--- src/rtl/ism_pkg.sv ---
`default_nettype none

package ism_pkg;

    localparam int STACK_DEPTH = 64;
    localparam int ADDR_W      = $clog2(STACK_DEPTH);
    localparam int PTR_W       = $clog2(STACK_DEPTH + 1);
    localparam int WORD_W      = 32;
    localparam int MODE_W      = 4;
    localparam int POS_W       = 6;
    localparam int DEPTH_W     = 7;
    localparam int STATUS_W    = 2;

    localparam logic [MODE_W-1:0] MODE_CONST = 4'd0;
    localparam logic [MODE_W-1:0] MODE_ADD   = 4'd1;
    localparam logic [MODE_W-1:0] MODE_SUB   = 4'd2;
    localparam logic [MODE_W-1:0] MODE_MUL   = 4'd3;
    localparam logic [MODE_W-1:0] MODE_DIV   = 4'd4;
    localparam logic [MODE_W-1:0] MODE_MAX   = 4'd5;
    localparam logic [MODE_W-1:0] MODE_MIN   = 4'd6;
    localparam logic [MODE_W-1:0] MODE_NEG   = 4'd7;
    localparam logic [MODE_W-1:0] MODE_DUP   = 4'd8;
    localparam logic [MODE_W-1:0] MODE_SWAP  = 4'd9;
    localparam logic [MODE_W-1:0] MODE_DUMP  = 4'd10;

    localparam logic [STATUS_W-1:0] ST_OK    = 2'd0;
    localparam logic [STATUS_W-1:0] ST_UNDER = 2'd1;
    localparam logic [STATUS_W-1:0] ST_OVER  = 2'd2;
    localparam logic [STATUS_W-1:0] ST_DIVZ  = 2'd3;

    typedef struct packed {
        logic [MODE_W-1:0]        mode;
        logic signed [WORD_W-1:0] value;
    } instr_t;

    typedef struct packed {
        logic signed [WORD_W-1:0] value_res;
        logic [POS_W-1:0]         position;
        logic [DEPTH_W-1:0]       depth;
        logic [STATUS_W-1:0]      status;
        logic                     last;
    } result_t;

    typedef enum logic [1:0] {
        WA_PUSH,
        WA_TOP,
        WA_SEC
    } wr_addr_t;

    typedef enum logic [2:0] {
        WS_VALUE,
        WS_TOP,
        WS_SEC,
        WS_ALU,
        WS_PROD,
        WS_QUO
    } wr_src_t;

    typedef enum logic [2:0] {
        ALU_ADD,
        ALU_SUB,
        ALU_MAX,
        ALU_MIN,
        ALU_NEG
    } alu_op_t;

    typedef enum logic [1:0] {
        SP_HOLD,
        SP_INC,
        SP_DEC
    } sp_op_t;

    typedef enum logic {
        RES_STEP,
        RES_DUMP
    } res_src_t;

    typedef struct packed {
        logic                rd_en;
        logic                rd_dump;
        logic                idx_clr;
        logic                idx_inc;
        logic                value_ld;
        logic                wr_en;
        wr_addr_t            wr_addr;
        wr_src_t             wr_src;
        alu_op_t             alu_op;
        sp_op_t              sp_op;
        logic                prod_ld;
        logic                div_start;
        logic                emit;
        res_src_t            res_src;
        logic [STATUS_W-1:0] status;
    } cmd_t;

    typedef struct packed {
        logic sp_empty;
        logic sp_lt2;
        logic sp_full;
        logic sec_zero;
        logic div_busy;
        logic out_free;
        logic dump_last;
    } stat_t;

endpackage

`default_nettype wire

--- src/rtl/ism_ctrl.sv ---
`default_nettype none

module ism_ctrl (
    input  logic                         clk,
    input  logic                         rst_n,
    input  logic                         instr_valid,
    output logic                         instr_stall,
    input  logic [ism_pkg::MODE_W-1:0]   mode,
    input  ism_pkg::stat_t               stat,
    output ism_pkg::cmd_t                cmd
);
    import ism_pkg::*;

    typedef enum logic [6:0] {
        S_IDLE    = 7'b0000001,
        S_EXEC    = 7'b0000010,
        S_MUL_WR  = 7'b0000100,
        S_DIV_WR  = 7'b0001000,
        S_SWAP_WR = 7'b0010000,
        S_DUMP_RD = 7'b0100000,
        S_DUMP_EM = 7'b1000000
    } state_t;

    state_t            state_reg, state_next;
    logic [MODE_W-1:0] mode_reg, mode_next;

    always_comb
    begin
        cmd         = '0;
        cmd.wr_addr = WA_TOP;
        cmd.wr_src  = WS_TOP;
        cmd.alu_op  = ALU_ADD;
        cmd.sp_op   = SP_HOLD;
        cmd.res_src = RES_STEP;
        cmd.status  = ST_OK;
        state_next  = state_reg;
        mode_next   = mode_reg;

        unique case (state_reg)
            S_IDLE:
            begin
                cmd.rd_en   = 1'b1;
                cmd.idx_clr = 1'b1;
                if (instr_valid)
                begin
                    cmd.value_ld = 1'b1;
                    mode_next    = mode;
                    state_next   = S_EXEC;
                end
            end
            S_EXEC:
            begin
                unique case (mode_reg) inside
                    MODE_CONST:
                    begin
                        if (stat.out_free)
                        begin
                            cmd.emit   = 1'b1;
                            state_next = S_IDLE;
                            if (stat.sp_full)
                            begin
                                cmd.status = ST_OVER;
                            end
                            else
                            begin
                                cmd.wr_en   = 1'b1;
                                cmd.wr_addr = WA_PUSH;
                                cmd.wr_src  = WS_VALUE;
                                cmd.sp_op   = SP_INC;
                            end
                        end
                    end
                    MODE_DUP:
                    begin
                        if (stat.out_free)
                        begin
                            cmd.emit   = 1'b1;
                            state_next = S_IDLE;
                            if (stat.sp_empty)
                            begin
                                cmd.status = ST_UNDER;
                            end
                            else if (stat.sp_full)
                            begin
                                cmd.status = ST_OVER;
                            end
                            else
                            begin
                                cmd.wr_en   = 1'b1;
                                cmd.wr_addr = WA_PUSH;
                                cmd.wr_src  = WS_TOP;
                                cmd.sp_op   = SP_INC;
                            end
                        end
                    end
                    MODE_ADD, MODE_SUB, MODE_MAX, MODE_MIN:
                    begin
                        if (stat.out_free)
                        begin
                            cmd.emit   = 1'b1;
                            state_next = S_IDLE;
                            if (stat.sp_lt2)
                            begin
                                cmd.status = ST_UNDER;
                            end
                            else
                            begin
                                cmd.wr_en   = 1'b1;
                                cmd.wr_addr = WA_SEC;
                                cmd.wr_src  = WS_ALU;
                                cmd.sp_op   = SP_DEC;
                                if (mode_reg == MODE_SUB)
                                begin
                                    cmd.alu_op = ALU_SUB;
                                end
                                else if (mode_reg == MODE_MAX)
                                begin
                                    cmd.alu_op = ALU_MAX;
                                end
                                else if (mode_reg == MODE_MIN)
                                begin
                                    cmd.alu_op = ALU_MIN;
                                end
                            end
                        end
                    end
                    MODE_MUL:
                    begin
                        if (!stat.sp_lt2)
                        begin
                            cmd.prod_ld = 1'b1;
                            state_next  = S_MUL_WR;
                        end
                        else if (stat.out_free)
                        begin
                            cmd.emit   = 1'b1;
                            cmd.status = ST_UNDER;
                            state_next = S_IDLE;
                        end
                    end
                    MODE_DIV:
                    begin
                        if (!stat.sp_lt2 && !stat.sec_zero)
                        begin
                            cmd.div_start = 1'b1;
                            state_next    = S_DIV_WR;
                        end
                        else if (stat.out_free)
                        begin
                            cmd.emit   = 1'b1;
                            cmd.status = stat.sp_lt2 ? ST_UNDER : ST_DIVZ;
                            state_next = S_IDLE;
                        end
                    end
                    MODE_NEG:
                    begin
                        if (stat.out_free)
                        begin
                            cmd.emit   = 1'b1;
                            state_next = S_IDLE;
                            if (stat.sp_empty)
                            begin
                                cmd.status = ST_UNDER;
                            end
                            else
                            begin
                                cmd.wr_en  = 1'b1;
                                cmd.wr_src = WS_ALU;
                                cmd.alu_op = ALU_NEG;
                            end
                        end
                    end
                    MODE_SWAP:
                    begin
                        if (!stat.sp_lt2)
                        begin
                            // Old top goes under first; the new top is written with the result.
                            cmd.wr_en   = 1'b1;
                            cmd.wr_addr = WA_SEC;
                            cmd.wr_src  = WS_TOP;
                            state_next  = S_SWAP_WR;
                        end
                        else if (stat.out_free)
                        begin
                            cmd.emit   = 1'b1;
                            cmd.status = ST_UNDER;
                            state_next = S_IDLE;
                        end
                    end
                    MODE_DUMP:
                    begin
                        if (!stat.sp_empty)
                        begin
                            state_next = S_DUMP_RD;
                        end
                        else if (stat.out_free)
                        begin
                            cmd.emit   = 1'b1;
                            state_next = S_IDLE;
                        end
                    end
                    default:
                    begin
                        if (stat.out_free)
                        begin
                            cmd.emit   = 1'b1;
                            state_next = S_IDLE;
                        end
                    end
                endcase
            end
            S_MUL_WR:
            begin
                if (stat.out_free)
                begin
                    cmd.wr_en   = 1'b1;
                    cmd.wr_addr = WA_SEC;
                    cmd.wr_src  = WS_PROD;
                    cmd.sp_op   = SP_DEC;
                    cmd.emit    = 1'b1;
                    state_next  = S_IDLE;
                end
            end
            S_DIV_WR:
            begin
                if (!stat.div_busy && stat.out_free)
                begin
                    cmd.wr_en   = 1'b1;
                    cmd.wr_addr = WA_SEC;
                    cmd.wr_src  = WS_QUO;
                    cmd.sp_op   = SP_DEC;
                    cmd.emit    = 1'b1;
                    state_next  = S_IDLE;
                end
            end
            S_SWAP_WR:
            begin
                if (stat.out_free)
                begin
                    cmd.wr_en   = 1'b1;
                    cmd.wr_addr = WA_TOP;
                    cmd.wr_src  = WS_SEC;
                    cmd.emit    = 1'b1;
                    state_next  = S_IDLE;
                end
            end
            S_DUMP_RD:
            begin
                cmd.rd_en   = 1'b1;
                cmd.rd_dump = 1'b1;
                state_next  = S_DUMP_EM;
            end
            S_DUMP_EM:
            begin
                cmd.rd_en   = 1'b1;
                cmd.rd_dump = 1'b1;
                if (stat.out_free)
                begin
                    cmd.emit    = 1'b1;
                    cmd.res_src = RES_DUMP;
                    if (stat.dump_last)
                    begin
                        state_next = S_IDLE;
                    end
                    else
                    begin
                        cmd.idx_inc = 1'b1;
                        state_next  = S_DUMP_RD;
                    end
                end
            end
            default:
            begin
                state_next = S_IDLE;
            end
        endcase
    end

    always_ff @(posedge clk or negedge rst_n)
    begin
        if (!rst_n)
        begin
            state_reg <= S_IDLE;
            mode_reg  <= MODE_CONST;
        end
        else
        begin
            state_reg <= state_next;
            mode_reg  <= mode_next;
        end
    end

    assign instr_stall = (state_reg != S_IDLE);

endmodule

`default_nettype wire

--- config.mk ---
export PLATFORM = sky130hd
export DESIGN_NAME = ism_ctrl
export DESIGN_NICKNAME = d
export VERILOG_FILES = /design/src/rtl/ism_pkg.sv /design/src/rtl/ism_ctrl.sv
export SDC_FILE = /design/constraint.sdc
export NUM_CORES = 1
export LEC_CHECK = 0
export CAP_MARGIN = 20
export CORE_MARGIN = 2
export CORE_UTILIZATION = 65
export DETAILED_ROUTE_END_ITERATION = 10
export DONT_BUFFER_PORTS = 1
export PLACE_DENSITY_LB_ADDON = 0.25
export REMOVE_ABC_BUFFERS = 1
export SKIP_LAST_GASP = 1
export SLEW_MARGIN = 15
export SYNTH_ARGS = -nofsm -noshare
export SYNTH_HDL_FRONTEND = slang
export SYNTH_SLANG_ARGS = --single-unit
--- constraint.sdc ---
create_clock -name clk -period 3.15 [get_ports clk]
set_clock_uncertainty 0.15 [all_clocks]
set_input_delay 0.4725 -clock clk [delete_from_list [all_inputs] [get_ports clk]]
set_output_delay 0.4725 -clock clk [all_outputs]
set_load 0.005 [all_outputs]
== Word level (Yosys, flattened, before mapping) ==
Index checks and enable logic that the tools add are counted.
Word-level totals
  register bits after elaboration: 11
  input port bits: 14
  output and inout bits: 23
  logic and storage cells: 116
Operators by class
  equal/unequal tests: 21
  mux-type cells: 80
  reductions and logical operators: 13
Operators by type and width (number)
  6-bit two-way mux: 10
  7-bit two-way mux: 8
  7-bit case mux with 6 select lines: 1
  2-bit two-way mux: 16
  1-bit two-way mux: 29
  7-bit case mux with 4 select lines: 1
  6-bit case mux with 4 select lines: 1
  11-bit two-way mux: 2
  4-bit by 3-bit == test with 1-bit output, second input constant: 4
  3-bit case mux with 5 select lines: 1
  4-bit == test, second input constant: 3
  2-bit case mux with 3 select lines: 2
  2-bit case mux with 6 select lines: 1
  5-bit two-way mux: 2
  4-bit by 2-bit == test with 1-bit output, second input constant: 2
  2-bit case mux with 4 select lines: 1
  7-bit by 1-bit == test with 1-bit output, second input constant: 1
  7-bit by 2-bit == test with 1-bit output, second input constant: 1
  7-bit by 3-bit == test with 1-bit output, second input constant: 1
  7-bit by 4-bit == test with 1-bit output, second input constant: 1
  7-bit by 5-bit == test with 1-bit output, second input constant: 1
  7-bit by 6-bit == test with 1-bit output, second input constant: 1
  7-bit == test, second input constant: 1
  7-bit by 1-bit != test with 1-bit output, second input constant: 1
  15 further kinds: 22

== Longest topological paths before layout ==
Gate-level depths: netlist (run 1).
  word-level depth: 8
  mapped depth: 7
  gate-level depth less buffers: 6

== Least setup slack after synthesis (run 1) ==
OpenSTA, ideal clock, no wires.
  path kind: register to output
  from: register state_reg[4]
  to: output port cmd[11] (netlist name)
  arrival time: 1717 ps
  data required time: 2527 ps
  path slack: 811 ps
  stages on the path, launching flop included: 7
  path buffers: 2
  path through: dfrtp_1 > buf_6 > or3_4 > or3_1 > buf_2 > nor4_1 > o21ai_1
RTL lines
  start, declared: RTL line ism_ctrl.sv:24  | state_t state_reg, state_next;
  start signal, assigned: RTL line ism_ctrl.sv:288  | state_reg <= state_next;
  end, declared: RTL line ism_ctrl.sv:10  | output ism_pkg::cmd_t cmd

==> summary.md, run 1 <==
| Metric | Value |
|---|---|
| Status | finished, final reports clean |
| Vias/cell | 6.60 |
| Cell with the most instances after synthesis | nand2_1 |
| Final Hold Fails | 0 |
| Die Ht | 46.5 um |
| Max VDD drop | 469 uV |
| Num rows | 15 |
| Biggest area consumer among synthesized cells | dfrtp_1 |
| Worst skew pair latency | 0.27 ns |
| Final net count | 159 |
| Final core utilization | 70.1% |
| Ys flop type | dfrtp_1 |
| Grt ovf | 0 |
| Setup crit end kind | output port |
| List of most frequent post-synthesis cells | nand2_1 (16), dfrtp_1 (10), inv_1 (9), nor2_1 (9) |
| Ys async rst share | 100% |
| Startpoint types | register |
| Area Growth Syn to Fin | 1.81% |
| CP Class | register to output port |
| IO Pins | 37 |
| WP data arrival | 2.21 ns |
| DR WL/cell | 16.3 um |
| Mapped Cells | 148 |
| Num CTS Buffers | 3 |
| Largest register FFs | 7 |
| Seq/Total Area, Yosys | 23.5% |
| Storage cell area | 277 um^2 |
| Slew Limit Headroom | 65.5% |
| # DRC | 0 |
| Power per cell area | 690 nW/um^2 |
| H-Tree Depth | 1 |
| Final TNS setup | 0 ns |
| R2R Path End | state_reg[0]$_DFFE_PN1P_ |
| Fin crit share | 89.8% |
| Reg clk slew, reported paths | 0.07 ns |
| Clock Sink Count | 11 |
| Leak | 0.464 nW |
| Distinct cells, synth | 58 |
| Port Buf Inserts | 0 |
| Critical Path, Cell by Cell | or3_4 -> nor3_4 -> nand2_1 -> nor4b_1 |
| TritonCTS clock tree | built |
| Starting Density | 68.9% |
| Pre-antenna DRT Iters | 4 |
| Hold WC Path Type | input port to register |
| Die ar. | 2170 um^2 |
| Final GP Congestion | 0.848 |
| Crit-path slowest cell | or3_4 |
| Synth area leaders | dfrtp_1 (21%), mux2_4 (5.1%), nand2_1 (5.1%) |
| Worst-Margin Slew | 0.516 ns |
| Final Routed Wirelength | 2750 um |
| Launching point of the worst reg2reg path | state_reg[5]$_DFFE_PN0P_ |
| Crit path largest cell delay | 0.47 ns |
| Max-slew violations | 0 |
| DRT antenna net count | 0 |
| Initial antenna violation count | 0 |
| Worst Setup EP | cmd[6] |
| Core area | 1710 um^2 |
| Synth Area per Inst | 7.95 um^2 |
| Peak Freq | 354 MHz |
| Non-Filler Instances | 169 |
| Yosys top cell area share | 21.3% |
| DP Cell Count | 164 |
| Critical Path Fanout Max | 9 |
| Buf+Inv Stages, Crit Path | 0 |
| Mapped cell area | 1180 um^2 |
| EDFF count, synth | 0 |
| Kind of cell adding the most delay to the critical path | simple AND/OR/NAND/NOR gates |
| RSZ-0062 raised after global routing | false |
| First-pass GRT wire length | 4040 um |
| Total GRT Usage | 26.5% |
| Worst setup path startpoint | state_reg[4]$_DFFE_PN0P_ |
| Via count | 1115 |
| N_diodes | 0 |
| Total of max-cap violations | 0 |
| Share of cells above drive strength 1 | 16.7% |
| Clock period minus worst slack | 2.83 ns |
| 1st-iter DRT viols | 42 |
| Syn. warnings | 0 |
| Flop2flop setup slack | 1.01 ns |
| Stages on worst setup path | 4 |
| Final setup fails | 0 |
| FF+latch count, synth | 11 |
| Number of global-route vias before repair | 890 |
| Maximum root-to-sink buffer count | 2 |
| WP data required | 2.53 ns |
| Largest net degree at the start of global routing | 22 |
| Layout fillers | 139 |
| Horiz. Die Dim | 46.5 um |
| Area of the multi-input gates | 813 um^2 |
| CTS root buffer | clkbuf_4 |
| Worst-case reg-to-reg path depth | 4 |
| Hpwl dp | 2090 um |
## worst register-to-register path: cells and delay by family (launching register included)
kind	cells	cell delay (ns)
flops	1	0.45
compound gates	2	0.42
simple gates	2	1.03
## cells in the final DEF, fill, tap and decap left out, drive strengths merged, types with 2 or more instances in the layout
master  instances
clkbuf          3
inv             9
or2             3
a21oi           5
nor3            5
a22oi           2
or3b            2
dfrtp          10
or4             4
or3             6
nand2          17
nand2b          9
nor2            9
and2            2
nand3b          2
clkinv          2
xnor2           3
o22ai           4
mux2            4
o21ai          10
nor2b           2
nor4b           3
o21a            2
nor4            2
nand3           4
## per-layer routing
metal,track usage [%],part of all wire [%]
met5,0,0
met1,38.1,43
met2,39.7,48
met3,7.84,9.3
met4,4.57,0
## worst min-delay path by stage
stage,startpoint,depth (start not counted),end
CTS,stat[1],1,state_reg[4]$_DFFE_PN0P_
finish,stat[1],1,state_reg[4]$_DFFE_PN0P_
global route,stat[1],1,state_reg[4]$_DFFE_PN0P_
global placement,rst_n,0,state_reg[1]$_DFFE_PN0P_
floorplan,rst_n,0,mode_reg[0]$_DFFE_PN0P_
detailed placement,rst_n,0,state_reg[5]$_DFFE_PN0P_
## power by group
part	switching, mW	leakage, nW	internal [mW]	total (mW)
Combinational	0.216	0.306	0.215	0.430
Clock	0.0508	0.0177	0.0471	0.0979
Sequential	0.114	0.140	0.184	0.299
Total	0.381	0.464	0.446	0.827
## kinds of logic (layout without fill, tap and decap cells)
group | after synthesis | after routing | share of synthesized area [%]
and+or+nand+nor | 76 | 76 | 41.2
DFF | 11 | 11 | 23.5
muxes | 4 | 4 | 5.11
xor gates and xnor gates | 4 | 4 | 2.98
AOI/OAI and AO/OA | 34 | 34 | 19.9
buffers and inverters | 19 | 15 | 7.34
## stage by stage
step | hold WS (ns) | worst slack, ns | total power [mW] | instance area [um^2]
6_report | 0.132 | 0.322 | 0.827 | 1200
5_1_grt | 0.130 | 0.226 | 0.887 | 1200
3_5_place_dp | 0.0271 | 0.639 | 0.721 | 1160
2_1_floorplan | 0.0269 | 0.865 | 0.631 | 1130
3_3_place_gp | 0.0271 | 0.714 | 0.699 | 1160
4_1_cts | 0.135 | 0.339 | 0.823 | 1200
## layout make-up
type | count | area share [%]
Multi-Input combinational cell | 118 | 67.9
Sequential cell | 11 | 23.1
Inverter | 10 | 3.24
Tap cell | 25 | 2.61
Clock buffer | 3 | 1.88
Timing Repair Buffer | 1 | 0.836
Clock inverter | 1 | 0.418
## what timing repair did
item	in CTS	in global routing
hold buffers	1	0
resized for setup	0	0
hold endpoints to repair	11	0
setup buffers	0	0
No activity file was read; power rests on OpenSTA's default activity.
==> inputs of run 2 (changes only) <==
==> config.mk (replaced) <==
export PLATFORM = sky130hd
export DESIGN_NAME = ism_ctrl
export DESIGN_NICKNAME = d
export VERILOG_FILES = /design/src/rtl/ism_pkg.sv /design/src/rtl/ism_ctrl.sv
export SDC_FILE = /design/constraint.sdc
export NUM_CORES = 1
export LEC_CHECK = 0
export BUFFER_PORTS_ARGS = -buffer_cell sky130_fd_sc_hd__buf_2
export CAP_MARGIN = 20
export CORE_MARGIN = 2
export CORE_UTILIZATION = 55
export DETAILED_ROUTE_END_ITERATION = 10
export PLACE_DENSITY_LB_ADDON = 0.25
export SKIP_LAST_GASP = 1
export SYNTH_ARGS = -nofsm -noshare
export SYNTH_HDL_FRONTEND = slang
export SYNTH_SLANG_ARGS = --single-unit
==> run 2 against run 1 <==
  * Die area rose by 17%
  * Count of clock-buffer cells in the layout increased by 1
  * Sequential power fell by 2%
  * Flip-flop and latch count stayed put
  * Register-to-register slack is essentially flat
  * Critical path type unchanged
  * Largest cell class unchanged
==> summary.md, run 2 (synthesis results as in run 1) <==
| Metric | Value |
|---|---|
| Area Growth Syn to Fin | 17.2% |
| Final net count | 195 |
| Largest net degree at the start of global routing | 22 |
| Horiz. Die Dim | 50.2 um |
| Resized cells post-CTS | 0 |
| Starting Density | 59.3% |
| IO Pins | 37 |
| N_diodes | 0 |
| 1st-iter DRT viols | 27 |
| Storage cell area | 277 um^2 |
| Port Buf Inserts | 36 |
| Hold WC Path Type | input port to register |
| Vias/cell | 5.92 |
| Worst setup path startpoint | state_reg[4]$_DFFE_PN0P_ |
| First-pass GRT wire length | 4770 um |
| Max VDD drop | 421 uV |
| Final GP Congestion | 0.888 |
| DR WL/cell | 13.8 um |
| Num rows | 16 |
| Final Routed Wirelength | 2850 um |
| RSZ-0062 raised after global routing | false |
| Sw Share | 44.9% |
| Clock Power Share | 11.6% |
| Critical Path, Cell by Cell | or3_4 -> nor3_4 -> nand2_1 -> nor4b_1 -> buf_2 |
| Clock Sink Count | 11 |
| Sw Pwr | 0.388 mW |
| Core area | 1980 um^2 |
| Flop2flop setup slack | 1.00 ns |
| R2R Path End | state_reg[5]$_DFFE_PN0P_ |
| Final TNS setup | 0 ns |
| Via count | 1226 |
| Worst-case reg-to-reg path depth | 5 |
| Final setup fails | 0 |
| Power per cell area | 627 nW/um^2 |
| Maximum root-to-sink buffer count | 2 |
| Die Ht | 50.2 um |
| Logic pwr share | 54.6% |
| Mapped Nets | 162 |
| Total of max-cap violations | 0 |
| Worst Setup EP | cmd[6] |
| Hpwl dp | 2220 um |
| Leading cell type in the layout, fill and taps excluded | buf_2 |
| Initial antenna violation count | 0 |
| Share of cells above drive strength 1 | 32.8% |
| Final instance area | 1380 um^2 |
| Max-slew violations | 0 |
| TritonCTS clock tree | built |
| Placed cell area | 1340 um^2 |
| Final Hold Fails | 0 |
| Setup crit end kind | output port |
| Fin crit share | 93.4% |
| Launching point of the worst reg2reg path | state_reg[4]$_DFFE_PN0P_ |
| Die ar. | 2520 um^2 |
| Reg power frac | 33.7% |
| Worst-Margin Slew | 0.526 ns |
| Number of global-route vias before repair | 1114 |
| # DRC | 0 |
| Status | finished, final reports clean |
| Area of the multi-input gates | 813 um^2 |
| Leak | 0.629 nW |
| Worst skew pair latency | 0.28 ns |
| Reg clk slew, reported paths | 0.08 ns |
| Peak Freq | 340 MHz |
| DRT antenna net count | 0 |
| CP Class | register to output port |
| Crit-path slowest cell | or3_4 |
| WP data arrival | 2.32 ns |
| Largest register FFs | 7 |
| Clock period minus worst slack | 2.94 ns |
| WP data required | 2.53 ns |
| Slew Limit Headroom | 64.7% |
| Pre-antenna DRT Iters | 4 |
| Startpoint types | register |
| CTS root buffer | clkbuf_4 |
| Critical Path Fanout Max | 9 |
| Crit path largest cell delay | 0.47 ns |
| Most frequent cells in the layout | buf_2 (36), nand2_1 (16), dfrtp_1 (10) |
| Layout fillers | 179 |
| Total GRT Usage | 23.9% |
| Grt ovf | 0 |
| Pint | 0.476 mW |
| Num CTS Buffers | 3 |
| H-Tree Depth | 1 |
## run 2: cell count changes in the layout (fill, tap and decap cells not counted)
cell	before	now
buf_2	0	36
clkbuf_1	0	1
clkinv_2	2	1
## run 2: power groups by stage
stage                     clock, mW  combinational (mW)  sequential (mW)
final                         0.101               0.472            0.292
after global routing          0.110               0.519            0.305
after CTS                     0.103               0.472            0.291
after detailed placement          0               0.470            0.294
after global placement            0               0.459            0.287
after floorplan                   0               0.450            0.211
## run 2: worst max-delay path: cells and delay by family, from the launching register on
kind                   cells  cell delay, ns
buffers and inverters      1            0.17
DFF                        1            0.46
and+or+nand+nor            4            1.41
## run 2: cell type report
cell class	count	area share, %
clock buffer	4	1.91
inverter	10	2.81
multi-input combinational	118	59.0
sequential	11	20.1
tap	27	2.45
timing repair buffer	37	13.8
## run 2: timing repair
action | in CTS | in global routing
buffers inserted | 0 | 0
hold buffers | 1 | 0
endpoints found under the hold margin | 10 | 0
## run 2: worst min path at each step
stage	start	end	slack, ns	cells past startpoint
2_1_floorplan	rst_n	mode_reg[0]$_DFFE_PN0P_	0.03	0
6_report	mode[2]	mode_reg[2]$_DFFE_PN0P_	0.27	2
3_5_place_dp	rst_n	state_reg[1]$_DFFE_PN0P_	0.21	1
3_3_place_gp	rst_n	state_reg[1]$_DFFE_PN0P_	0.20	1
5_1_grt	mode[2]	mode_reg[2]$_DFFE_PN0P_	0.27	2
4_1_cts	mode[2]	mode_reg[2]$_DFFE_PN0P_	0.28	2
## run 2: stage by stage
stage                     hold WS [ns]  setup WS, ns  total power, mW  cells  utilization (%)
after global placement           0.203         0.603            0.746    202             67.7
after global routing             0.267        0.0585            0.933    207             69.6
final                            0.275         0.209            0.864    207             69.6
after floorplan                 0.0269         0.811            0.661    148                -
after CTS                        0.276         0.252            0.866    207             69.6
after detailed placement         0.208         0.579            0.763    202             67.7
## run 2: per-layer routing
layer	share of wire (%)	track usage, %
met5	0	0
met4	0.88	6.02
met3	7.0	3.57
met2	48	39.5
met1	44	32.5
==> inputs of run 3 (changes only) <==
--- a/config.mk
+++ b/config.mk
@@ -8,7 +8,7 @@
 export BUFFER_PORTS_ARGS = -buffer_cell sky130_fd_sc_hd__buf_2
 export CAP_MARGIN = 20
 export CORE_MARGIN = 2
-export CORE_UTILIZATION = 55
+export CORE_UTILIZATION = 46
 export DETAILED_ROUTE_END_ITERATION = 10
 export PLACE_DENSITY_LB_ADDON = 0.25
 export SKIP_LAST_GASP = 1
==> constraint.sdc (replaced) <==
create_clock -name clk -period 2.44 [get_ports clk]
set_clock_uncertainty 0.15 [all_clocks]
set_input_delay 0.366 -clock clk [delete_from_list [all_inputs] [get_ports clk]]
set_output_delay 0.366 -clock clk [all_outputs]
set_load 0.005 [all_outputs]
==> run 3 against run 2 <==
  * The run now ends with setup timing left
  * Hold slack lost 0.12 ns
  * Non-clock buffer count grew 24
  * First-iteration DRC count grew 30%
  * Critical endpoint is now cmd[16]
  * Register-to-register slack lost 0.88 ns
  * Critical path depth grew 1
  * Flip-flop and latch count is the same
  * Die area grew 18%
  * Sequential power grew 15%
  * Highest routed layer unchanged
  * Design area grew 23%
  * Setup slack lost 0.32 ns
  * Critical path type unchanged
  * Cell count grew 13%
==> summary.md, run 3 (synthesis results as in run 1) <==
| Metric | Value |
|---|---|
| CP Class | register to output port |
| Setup crit end kind | output port |
| RSZ-0062 raised after global routing | true |
| Port Buf Inserts | 36 |
| Total of max-cap violations | 0 |
| Worst-Margin Slew | 0.417 ns |
| 1st-iter DRT viols | 35 |
| Non-Filler Instances | 234 |
| Fin crit share | 105% |
| Number of global-route vias before repair | 1238 |
| Vias/cell | 5.80 |
| Pre-antenna DRT Iters | 4 |
| Area Growth Syn to Fin | 44.4% |
| Horiz. Die Dim | 54.6 um |
| Final GP Congestion | 0.870 |
| Largest net degree at the start of global routing | 22 |
| WP data arrival | 2.03 ns |
| Worst skew pair latency | 0.28 ns |
| Core area | 2450 um^2 |
| Sw Share | 43.8% |
| Hold WC Path Type | input port to register |
| Largest register FFs | 7 |
| Via count | 1357 |
| Total GRT Usage | 26.8% |
| Share of cells above drive strength 1 | 49.0% |
| Num rows | 18 |
| Logic pwr share | 68.5% |
| Startpoint types | register |
| Most frequent cells in the layout | buf_2 (36), buf_4 (20), nand2_1 (16) |
| First-pass GRT wire length | 5640 um |
| Die Ht | 54.6 um |
| Slew Limit Headroom | 72.0% |
| Power per cell area | 884 nW/um^2 |
| WP data required | 1.92 ns |
| Num CTS Buffers | 3 |
| Final setup fails | 9 |
| Status | finished, violations left |
| Hpwl dp | 2540 um |
| Grt ovf | 0 |
| DR WL/cell | 16.4 um |
| Sw Pwr | 0.658 mW |
| Clock Power Share | 9.1% |
| Peak Freq | 392 MHz |
| Violated checks | setup timing |
| Initial antenna violation count | 0 |
| Maximum root-to-sink buffer count | 2 |
| Final net count | 219 |
| Clock Sink Count | 11 |
| Final worst slack | -0.110 ns |
| Critical Path Fanout Max | 3 |
| Reg clk slew, reported paths | 0.08 ns |
| Pint | 0.843 mW |
| # DRC | 0 |
| Clock period minus worst slack | 2.55 ns |
| Max VDD drop | 633 uV |
| TritonCTS clock tree | built |
| Leading cell type in the layout, fill and taps excluded | buf_2 |
| DP Cell Count | 216 |
| Starting Density | 47.9% |
| Final Hold Fails | 0 |
| DRT antenna net count | 0 |
| Leak | 0.785 nW |
| Die ar. | 2980 um^2 |
| Reg power frac | 22.4% |
| CTS root buffer | clkbuf_4 |
| Final Routed Wirelength | 3850 um |
| IO Pins | 37 |
| N_diodes | 0 |
| Mapped Nets | 162 |
| H-Tree Depth | 1 |
| Final TNS setup | -0.518 ns |
| Max-slew violations | 0 |
## run 3: cell count changes in the layout (fill, tap and decap cells not counted), moves of 2 or more
| cell | previous run | this run |
|---|---|---|
| or3_4 | 1 | 3 |
| or4_1 | 4 | 1 |
| dfrtp_2 | 0 | 3 |
| o22ai_2 | 0 | 2 |
| or3_1 | 5 | 3 |
| nor4_4 | 0 | 2 |
| buf_4 | 0 | 20 |
| dfrtp_1 | 10 | 7 |
| or4_4 | 0 | 3 |
| buf_6 | 0 | 3 |
| o22ai_1 | 4 | 2 |
## run 3: cell type report
cell class,count,area [um^2]
Multi-Input combinational cell,118,921
Clock buffer,4,26.3
Tap cell,30,37.5
Timing Repair Buffer,61,394
Fill cell,197,757
Sequential cell,11,280
Inverter,10,38.8
## run 3: timing repair
item                                    4_1_cts  5_1_grt
hold buffers                                  1        0
setup buffers                                 9        4
resized for setup                            17        8
hold endpoints to repair                     10        0
endpoints found under the setup margin       15       14
pin swaps                                     5        5
## run 3: path summary, 6_finish.rpt
kind,from,endpoint,slack (ns),depth (start not counted)
min,mode[2],mode_reg[2]$_DFFE_PN0P_,0.16,2
max in group asynchronous,rst_n,state_reg[0]$_DFFE_PN1P_,1.54,2
min reg2reg,mode_reg[3]$_DFFE_PN0P_,mode_reg[3]$_DFFE_PN0P_,0.49,1
max,state_reg[1]$_DFFE_PN0P_,cmd[16],-0.11,6
min in group asynchronous,rst_n,state_reg[6]$_DFFE_PN0P_,0.33,2
max reg2reg,state_reg[3]$_DFFE_PN0P_,state_reg[5]$_DFFE_PN0P_,0.12,7
## run 3: routing by layer
layer | share of wire, % | GRT usage [%] | vias to the layer above
li1 | - | - | 650
met1 | 42 | 32.2 | 654
met2 | 52 | 48.4 | 46
met3 | 4.4 | 3.83 | 7
met4 | 1.4 | 8.75 | 0
met5 | 0 | 0 | -
## run 3: power groups by stage
stage          Sequential, mW  Combinational [mW]  Clock (mW)
2_1_floorplan           0.273               0.581           0
3_3_place_gp            0.325               0.735           0
4_1_cts                 0.324               0.912       0.132
6_report                0.336                1.03       0.137
3_5_place_dp            0.326               0.755           0
5_1_grt                 0.342                1.10       0.141
## run 3: metrics by stage
stage	hold slack, ns	utilization (%)	cell area (um^2)	total power [mW]	setup WS [ns]
after CTS	0.162	65.2	1600	1.37	-0.101
after global routing	0.158	69.2	1700	1.58	-0.172
after floorplan	-0.0796	-	1180	0.853	0.207
after global placement	0.0962	58.2	1430	1.06	0.111
final	0.156	69.2	1700	1.50	-0.110
after detailed placement	0.100	58.2	1430	1.08	0.0424
## run 3: critical path, stage by stage (launching register included)
cell and delay [ns]:
dfrtp_1 0.39, or4_4 0.55, or4_4 0.44, o21ai_1 0.10, nand2_1 0.07, nand3_1 0.09
buf_2 0.11
